**config.mk**
```make
export PLATFORM = sky130hd
export DESIGN_NAME = modbus_read_holding_master_core
export DESIGN_NICKNAME = d
export VERILOG_FILES = /design/src/hdl/mrhm_pkg.sv /design/src/hdl/modbus_read_holding_master_core.sv
export SDC_FILE = /design/constraint.sdc
export NUM_CORES = 1
export LEC_CHECK = 0
export BUFFER_PORTS_ARGS = -buffer_cell sky130_fd_sc_hd__buf_4
export CAP_MARGIN = 5
export CORE_MARGIN = 10
export CORE_UTILIZATION = 52
export DETAILED_ROUTE_END_ITERATION = 10
export PLACE_DENSITY = 0.74
export SETUP_SLACK_MARGIN = 0.15
export SLEW_MARGIN = 15
export SYNTH_ARGS = -nofsm -noshare
export SYNTH_HDL_FRONTEND = slang
export SYNTH_SLANG_ARGS = --single-unit
export TNS_END_PERCENT = 1
```
**constraint.sdc**
```tcl
create_clock -name aclk -period 3.33 [get_ports aclk]
set_input_delay 0.333 -clock aclk [delete_from_list [all_inputs] [get_ports aclk]]
set_output_delay 0.333 -clock aclk [all_outputs]
set_load 0.005 [all_outputs]
```
**src/hdl/mrhm_pkg.sv**
```systemverilog
// ----------------------------------------------------------------------------
// mrhm_pkg
// Shared types, codes and the CRC-16 byte step for the read-holding master.
// ----------------------------------------------------------------------------
package mrhm_pkg;

    typedef enum logic {
        OP_REQUEST  = 1'b0,
        OP_RESPONSE = 1'b1
    } op_t;

    typedef enum logic [1:0] {
        KIND_FRAME  = 2'd0,
        KIND_WORD   = 2'd1,
        KIND_STATUS = 2'd2
    } kind_t;

    typedef enum logic [1:0] {
        ST_ACCEPTED     = 2'd0,
        ST_TOO_SHORT    = 2'd1,
        ST_BAD_FUNCTION = 2'd2,
        ST_SHORT_DATA   = 2'd3
    } status_t;

    // Byte positions within the 8-byte request frame
    typedef enum logic [2:0] {
        FB_SLAVE   = 3'd0,
        FB_FUNC    = 3'd1,
        FB_ADDR_HI = 3'd2,
        FB_ADDR_LO = 3'd3,
        FB_CNT_HI  = 3'd4,
        FB_CNT_LO  = 3'd5,
        FB_CRC_LO  = 3'd6,
        FB_CRC_HI  = 3'd7
    } frame_pos_t;

    localparam logic [7:0]  FUNC_READ_HOLDING = 8'h03;
    localparam logic [15:0] CRC_INIT          = 16'hFFFF;
    localparam logic [15:0] CRC_POLY          = 16'hA001;
    localparam int unsigned MIN_RESP_BYTES    = 5;

    // One byte of reflected CRC-16, bit at a time
    function automatic logic [15:0] crc_byte(input logic [15:0] crc_in,
                                             input logic [7:0]  data);
        logic [15:0] c;
        c = crc_in ^ {8'h00, data};
        for (int i = 0; i < 8; i++) begin
            if (c[0]) begin
                c = (c >> 1) ^ CRC_POLY;
            end else begin
                c = c >> 1;
            end
        end
        return c;
    endfunction

endpackage

```
**src/hdl/modbus_read_holding_master_core.sv**
```systemverilog
// ----------------------------------------------------------------------------
// modbus_read_holding_master_core
// Modbus RTU master, function 3: request framing and response parsing.
// ----------------------------------------------------------------------------
// A request transfer (tuser = 0) yields the 8-byte request frame, one byte a
// cycle while the sink is ready, CRC-16 low byte first; the next input is
// taken in the cycle its last byte moves to the output register. A response
// byte transfer (tuser = 1) yields nothing, a register word, a status, or a
// word then a status. With the sink always ready, response bytes stream at
// one per cycle, but for a byte that yields both a word and a status. The CRC
// is folded in one byte per frame byte handed to the output register by the
// frame sequencer, which sets the request rate. The response CRC is not
// checked; bytes past MAX_RESPONSE_BYTES are dropped uncounted.
module modbus_read_holding_master_core #(
    parameter int unsigned MAX_RESPONSE_BYTES = 256
) (
    input  logic        aclk,
    input  logic        aresetn,
    // input channel
    input  logic        s_tvalid,
    output logic        s_tready,
    // [7:0] slave_address, [23:8] register_address, [30:24] register_count,
    // [38:31] response_byte, [39] zero
    input  logic [39:0] s_tdata,
    // [0] operation
    input  logic [0:0]  s_tuser,
    // response_end
    input  logic        s_tlast,
    // result channel
    output logic        m_tvalid,
    input  logic        m_tready,
    // [7:0] frame_byte, [23:8] register_value, [30:24] register_index,
    // [32:31] status, [39:33] zero
    output logic [39:0] m_tdata,
    // [1:0] kind
    output logic [1:0]  m_tuser,
    // last
    output logic        m_tlast
);
    import mrhm_pkg::*;

    localparam int unsigned POS_W = $clog2(MAX_RESPONSE_BYTES + 1);
    localparam int unsigned CMP_W = ((POS_W > 9) ? POS_W : 9) + 1;
    localparam logic [POS_W-1:0] MAX_POS = POS_W'(MAX_RESPONSE_BYTES);

    // input fields
    logic [7:0]  in_slave;
    logic [15:0] in_addr;
    logic [6:0]  in_count;
    logic [7:0]  in_byte;
    op_t         in_op;

    assign in_slave = s_tdata[7:0];
    assign in_addr  = s_tdata[23:8];
    assign in_count = s_tdata[30:24];
    assign in_byte  = s_tdata[38:31];
    assign in_op    = op_t'(s_tuser[0]);

    // parser state
    logic [6:0]       req_count_reg,  req_count_next;
    logic [POS_W-1:0] byte_pos_reg,   byte_pos_next;
    logic [7:0]       func_seen_reg,  func_seen_next;
    logic [7:0]       decl_count_reg, decl_count_next;
    logic [7:0]       pend_high_reg,  pend_high_next;
    logic [6:0]       words_reg,      words_next;

    // work register: the item whose results are being handed out
    logic        work_valid_reg, work_valid_next;
    op_t         work_op_reg,    work_op_next;
    frame_pos_t  work_pos_reg,   work_pos_next;
    logic [15:0] crc_reg,        crc_next;
    logic [7:0]  work_slave_reg, work_slave_next;
    logic [15:0] work_addr_reg,  work_addr_next;
    logic [6:0]  work_cnt_reg,   work_cnt_next;
    logic        has_word_reg,   has_word_next;
    logic        has_stat_reg,   has_stat_next;
    logic [15:0] word_val_reg,   word_val_next;
    logic [6:0]  word_idx_reg,   word_idx_next;
    status_t     stat_reg,       stat_next;

    // output register
    logic        m_valid_reg, m_valid_next;
    logic [39:0] m_data_reg,  m_data_next;
    kind_t       m_kind_reg,  m_kind_next;
    logic        m_last_reg,  m_last_next;

    // current result of the work register
    kind_t       cur_kind;
    logic [7:0]  cur_frame;
    logic [15:0] cur_value;
    logic [6:0]  cur_index;
    status_t     cur_status;
    logic        cur_last;

    logic out_load;
    logic accept;

    // parser outputs for an accepted response byte
    logic        rsp_word;
    logic        rsp_end;
    logic [15:0] rsp_value;
    status_t     rsp_status;
    logic [CMP_W-1:0] pos_cmp;
    logic [CMP_W-1:0] need_cmp;

    always_comb begin
        cur_kind   = KIND_FRAME;
        cur_frame  = 8'h00;
        cur_value  = 16'h0000;
        cur_index  = 7'd0;
        cur_status = ST_ACCEPTED;
        cur_last   = 1'b0;
        if (work_op_reg == OP_REQUEST) begin
            cur_kind = KIND_FRAME;
            case (work_pos_reg)
                FB_SLAVE:   cur_frame = work_slave_reg;
                FB_FUNC:    cur_frame = FUNC_READ_HOLDING;
                FB_ADDR_HI: cur_frame = work_addr_reg[15:8];
                FB_ADDR_LO: cur_frame = work_addr_reg[7:0];
                FB_CNT_HI:  cur_frame = 8'h00;
                FB_CNT_LO:  cur_frame = {1'b0, work_cnt_reg};
                FB_CRC_LO:  cur_frame = crc_reg[7:0];
                FB_CRC_HI:  cur_frame = crc_reg[15:8];
                default:    cur_frame = 8'h00;
            endcase
            cur_last = (work_pos_reg == FB_CRC_HI);
        end else if (has_word_reg) begin
            cur_kind  = KIND_WORD;
            cur_value = word_val_reg;
            cur_index = word_idx_reg;
            cur_last  = !has_stat_reg;
        end else begin
            cur_kind   = KIND_STATUS;
            cur_status = stat_reg;
            cur_last   = 1'b1;
        end
    end

    // Output register takes a result whenever it is empty or being drained
    assign out_load = work_valid_reg && (!m_valid_reg || m_tready);
    // Next item may enter as the current one hands over its final result
    assign s_tready = !work_valid_reg || (out_load && cur_last);
    assign accept   = s_tvalid && s_tready;

    // Response parser: state update and results of one byte
    always_comb begin
        req_count_next  = req_count_reg;
        byte_pos_next   = byte_pos_reg;
        func_seen_next  = func_seen_reg;
        decl_count_next = decl_count_reg;
        pend_high_next  = pend_high_reg;
        words_next      = words_reg;
        rsp_word        = 1'b0;
        rsp_end         = 1'b0;
        rsp_value       = {pend_high_reg, in_byte};
        rsp_status      = ST_ACCEPTED;
        pos_cmp         = '0;
        need_cmp        = '0;
        if (accept) begin
            if (in_op == OP_REQUEST) begin
                req_count_next = in_count;
                byte_pos_next  = '0;
                words_next     = 7'd0;
            end else begin
                if (byte_pos_reg < MAX_POS) begin
                    if (byte_pos_reg == POS_W'(1)) begin
                        func_seen_next = in_byte;
                    end else if (byte_pos_reg == POS_W'(2)) begin
                        decl_count_next = in_byte;
                    end else if (byte_pos_reg != POS_W'(0)) begin
                        // odd offsets carry the high byte of a word
                        if (byte_pos_reg[0]) begin
                            pend_high_next = in_byte;
                        end else if (words_reg < req_count_reg) begin
                            rsp_word   = 1'b1;
                            words_next = words_reg + 7'd1;
                        end
                    end
                    byte_pos_next = byte_pos_reg + POS_W'(1);
                end
                if (s_tlast) begin
                    rsp_end  = 1'b1;
                    pos_cmp  = CMP_W'(byte_pos_next);
                    need_cmp = CMP_W'(MIN_RESP_BYTES) + CMP_W'(decl_count_next);
                    if (pos_cmp < CMP_W'(MIN_RESP_BYTES)) begin
                        rsp_status = ST_TOO_SHORT;
                    end else if (func_seen_next != FUNC_READ_HOLDING) begin
                        rsp_status = ST_BAD_FUNCTION;
                    end else if (pos_cmp < need_cmp) begin
                        rsp_status = ST_SHORT_DATA;
                    end else begin
                        rsp_status = ST_ACCEPTED;
                    end
                    byte_pos_next = '0;
                    words_next    = 7'd0;
                end
            end
        end
    end

    // Work register: load, step, retire
    always_comb begin
        work_valid_next = work_valid_reg;
        work_op_next    = work_op_reg;
        work_pos_next   = work_pos_reg;
        crc_next        = crc_reg;
        work_slave_next = work_slave_reg;
        work_addr_next  = work_addr_reg;
        work_cnt_next   = work_cnt_reg;
        has_word_next   = has_word_reg;
        has_stat_next   = has_stat_reg;
        word_val_next   = word_val_reg;
        word_idx_next   = word_idx_reg;
        stat_next       = stat_reg;

        if (out_load) begin
            if (cur_last) begin
                work_valid_next = 1'b0;
            end else if (work_op_reg == OP_REQUEST) begin
                work_pos_next = frame_pos_t'(work_pos_reg + 3'd1);
                if (work_pos_reg != FB_CRC_LO) begin
                    crc_next = crc_byte(crc_reg, cur_frame);
                end
            end else begin
                has_word_next = 1'b0;
            end
        end

        if (accept) begin
            if (in_op == OP_REQUEST) begin
                work_valid_next = 1'b1;
                work_op_next    = OP_REQUEST;
                work_pos_next   = FB_SLAVE;
                crc_next        = CRC_INIT;
                work_slave_next = in_slave;
                work_addr_next  = in_addr;
                work_cnt_next   = in_count;
            end else if (rsp_word || rsp_end) begin
                work_valid_next = 1'b1;
                work_op_next    = OP_RESPONSE;
                has_word_next   = rsp_word;
                has_stat_next   = rsp_end;
                word_val_next   = rsp_value;
                word_idx_next   = words_reg;
                stat_next       = rsp_status;
            end
        end
    end

    // Output register
    always_comb begin
        m_valid_next = m_valid_reg;
        m_data_next  = m_data_reg;
        m_kind_next  = m_kind_reg;
        m_last_next  = m_last_reg;
        if (out_load) begin
            m_valid_next = 1'b1;
            m_data_next  = {7'd0, cur_status, cur_index, cur_value, cur_frame};
            m_kind_next  = cur_kind;
            m_last_next  = cur_last;
        end else if (m_tready) begin
            m_valid_next = 1'b0;
        end
    end

    always_ff @(posedge aclk) begin
        if (!aresetn) begin
            req_count_reg  <= 7'd0;
            byte_pos_reg   <= '0;
            func_seen_reg  <= 8'h00;
            decl_count_reg <= 8'h00;
            pend_high_reg  <= 8'h00;
            words_reg      <= 7'd0;
            work_valid_reg <= 1'b0;
            m_valid_reg    <= 1'b0;
        end else begin
            req_count_reg  <= req_count_next;
            byte_pos_reg   <= byte_pos_next;
            func_seen_reg  <= func_seen_next;
            decl_count_reg <= decl_count_next;
            pend_high_reg  <= pend_high_next;
            words_reg      <= words_next;
            work_valid_reg <= work_valid_next;
            m_valid_reg    <= m_valid_next;
        end
    end

    // payload, no reset needed
    always_ff @(posedge aclk) begin
        work_op_reg    <= work_op_next;
        work_pos_reg   <= work_pos_next;
        crc_reg        <= crc_next;
        work_slave_reg <= work_slave_next;
        work_addr_reg  <= work_addr_next;
        work_cnt_reg   <= work_cnt_next;
        has_word_reg   <= has_word_next;
        has_stat_reg   <= has_stat_next;
        word_val_reg   <= word_val_next;
        word_idx_reg   <= word_idx_next;
        stat_reg       <= stat_next;
        m_data_reg     <= m_data_next;
        m_kind_reg     <= m_kind_next;
        m_last_reg     <= m_last_next;
    end

    assign m_tvalid = m_valid_reg;
    assign m_tdata  = m_data_reg;
    assign m_tuser  = m_kind_reg;
    assign m_tlast  = m_last_reg;

endmodule

```
==> results.sh <==
export IMPL_rr_startpoint="byte_pos_reg[4]$_SDFFE_PN0P_"
export IMPL_gp_congestion=0.894
export IMPL_crit_path_start="byte_pos_reg[4]$_SDFFE_PN0P_"
export IMPL_fin_skew_ps=8.23
export IMPL_clock_latency_ps=430
export IMPL_combPwrFrac_pct=17.4
export IMPL_initial_core_util_pct=52.8
export IMPL_highest_layer="met4"
export IMPL_cp_required_ps=3610
export IMPL_final_layout_size_suffix_gt1_share_pct=25.9
export IMPL_max_freq_mhz=308
export IMPL_cts_root_buf="clkbuf_16"
export IMPL_worst_pin_slew_ps=725
export IMPL_cp_arrival_ps=3530
export IMPL_p_int_mw=3.88
export IMPL_hold_slack_ps=76.6
export IMPL_hold_violations=0
export IMPL_syn_cell_area_sq_um=7270
export IMPL_critical_path_class="register to register"
export IMPL_htree_levels=4
export IMPL_fin_cells=933
export IMPL_finalSetupViolCount=0
export IMPL_drt_iter0_drc=495
export IMPL_end_kind="register"
export IMPL_synth_top_area_cell="edfxtp_1"
export IMPL_powerDensity_nw_per_um2=572
export IMPL_status="finished clean"
export IMPL_dp_slack_ps=-49.3
export IMPL_switchingPower_mw=1.28
export IMPL_start_kind="register"
export IMPL_p_sw_share_pct=24.7
export IMPL_grt_pass1_wl_microns=27400
export IMPL_boundaryPins=91
export IMPL_clock_sinks=163
export IMPL_antennaDiodeCount=0
export IMPL_rsz0062_at_grt="yes"
export IMPL_wl_per_cell_microns=18.1
export IMPL_m1WireLength_microns=7160
export IMPL_coreArea_sq_um=13800
export IMPL_slew_headroom_pct=51.3
export IMPL_hp_class="input port to register"
export IMPL_grt_use_total_pct=17.5
export IMPL_numCtsBuffers=17
export IMPL_drtAntennaViolNets=0
export IMPL_vias=5300
export IMPL_clockPowerShare_pct=37.4
export IMPL_cts_tree="yes"
export IMPL_grt_overflow=0
export IMPL_worst_slack_ps=82.7
export IMPL_drt_wl_total_microns=16900
export IMPL_nets=813
export IMPL_dp_hpwl_microns=11300
export IMPL_cts_max_path_buffers=2
export IMPL_grt_pass1_vias=5315
export IMPL_endpoint="stat_reg[0]$_SDFFCE_PN0P_"
export IMPL_rr_endpoint="stat_reg[0]$_SDFFCE_PN0P_"
export IMPL_synthToLayoutAreaGrowth_pct=24.1
export IMPL_fin_area_sq_um=9020
export IMPL_p_leak_nw=3.73
export IMPL_nFillCells=1047
export IMPL_wl_met2_microns=8460
export IMPL_drt_pre_antenna_iters=5
export IMPL_max_cap_violations=0
export IMPL_ys_flop_type="edfxtp_1"
export IMPL_hold_path_startpoint="s_tdata[4]"
export IMPL_drv_slew=0
export IMPL_fin_tns_setup_ps=0
export IMPL_period_needed_ps=3250
export IMPL_synth_async_sr_flop_share_pct=0
export IMPL_viasPerCell=5.68
export IMPL_ff2ff_setup_slack_ps=80
export IMPL_io_buffers=82
export IMPL_synth_top_cell_area_share_pct=38.8
export IMPL_yosys_warnings=0
export IMPL_drc=0
export IMPL_antenna_found_initial=0
export IMPL_seq_area_frac_synth_pct=57.8
export IMPL_synth_cell_types=63
export IMPL_max_vdd_ir_drop_uv=390
export IMPL_ff2ff_path_depth=13
export IMPL_syn_avg_cell_area_sq_um=11.6
export IMPL_worst_path_max_fanout=2
export IMPL_period_share_pct=97.5
export IMPL_largest_reg_flops=33
export IMPL_syn_inst=627
export IMPL_synthTopCellsByArea="edfxtp_1 (39%), dfxtp_1 (19%), mux2i_1 (5.0%), ha_1 (4.5%), nand2_1 (3.1%)"
export IMPL_rows=43
export IMPL_clk_pin_slew_ps=60
export IMPL_die_w_microns=138
export IMPL_wl_met3_microns=1010
export IMPL_seq_power_share_pct=45.2
export IMPL_synth_seq_cells=163
export IMPL_synth_edf_count=94
export IMPL_dp_cells=893
export IMPL_die_area_sq_um=19100
export IMPL_grt_max_degree=43
export IMPL_dieHeight_microns=138
export IMPL_place_area_sq_um=8230
cell usage after synthesis, types with 5 or more instances:
master     n
clkbuf_1  20
nand2b_1   5
a22oi_1    7
a222oi_1   7
o21ai_0    6
inv_1     24
and3_1    25
nor3_1     5
nand2_1   61
mux2_2     7
o21ai_1    9
dfxtp_1   69
xnor2_1   20
xor2_1    10
ha_1      26
o211ai_1   9
buf_4      7
nor2_1    53
edfxtp_1  94
a21oi_1   25
and2_1     6
mux2i_1   36
nand3_1   22
a21o_1     5
a31oi_1    7
worst max-delay path: stages, from the launching register on:
cell and delay, ps:
dfxtp_2 330, or4_4 540, or3_4 360, mux2_4 330, ha_4 260, inv_1 30, ha_1 260, a21boi_1 120
o21a_1 190, o21ai_1 120, nand2b_1 80, a21oi_2 130, o2111ai_2 180, o21ai_1 170
layer usage:
layer	vias up	GRT usage [%]
li1	2486	-
met1	2579	21.3
met2	200	29.2
met3	35	4.49
met4	0	6.33
met5	-	0
stage by stage:
stage,power [mW],util (%)
after floorplan,2.93,-
after global placement,3.17,59.7
after detailed placement,3.19,59.7
after CTS,5.16,65.1
after global routing,5.34,65.5
final,5.16,65.5
cell usage in the layout (no fill, tap or decap), types with 17 or more instances in the layout:
| cell type | instances |
|---|---|
| a21oi_1 | 21 |
| and3_1 | 25 |
| buf_4 | 119 |
| clkbuf_16 | 17 |
| dfxtp_1 | 66 |
| edfxtp_1 | 94 |
| ha_1 | 22 |
| inv_1 | 23 |
| mux2i_1 | 35 |
| nand2_1 | 59 |
| nand3_1 | 22 |
| nor2_1 | 53 |
| xnor2_1 | 19 |
power by group through the flow:
stage               Combinational (mW)  Clock [mW]  Sequential (mW)
finish                           0.898        1.93             2.33
global route                     0.966        2.03             2.34
CTS                              0.879        1.95             2.33
detailed placement               0.819           0             2.37
global placement                 0.801           0             2.37
floorplan                        0.574           0             2.35
timing repair:
action / 4_1_cts / 5_1_grt
endpoints found under the setup margin: 4 / 30
buffers inserted: 8 / 1
hold buffers: 0 / 0
pin swaps: 22 / 8
hold endpoints to repair: 0 / 0
gates resized for setup: 22 / 10
layout make-up:
class | instances | area, sq um | share of cell area, %
sequential | 163 | 4210 | 46.7
multi-input combinational | 411 | 2960 | 32.8
timing repair buffer | 123 | 956 | 10.6
clock buffer | 21 | 440 | 4.88
tap | 180 | 225 | 2.50
clock inverter | 10 | 135 | 1.50
inverter | 25 | 93.8 | 1.04
logic make-up after synthesis:
family / count (synthesis) / share of synthesized area, %
other cells: 1 / 0.0516
fa+ha+maj: 26 / 4.47
flops: 163 / 57.8
compound gates: 101 / 9.88
simple gates: 197 / 12.9
buf+inv: 59 / 3.68
mux: 46 / 6.50
xor+xnor: 34 / 4.70
worst min path at each step:
stage	slack [ps]	cells after the start	to
4_1_cts	60	1	work_slave_reg[4]$_DFFE_PP_
2_1_floorplan	410	0	word_val_reg[10]$_DFFE_PP_
3_5_place_dp	420	0	word_val_reg[12]$_DFFE_PP_
6_report	80	1	work_slave_reg[4]$_DFFE_PP_
5_1_grt	70	1	work_addr_reg[4]$_DFFE_PP_
3_3_place_gp	420	0	word_val_reg[11]$_DFFE_PP_
Power figures use the tool's default switching activity.
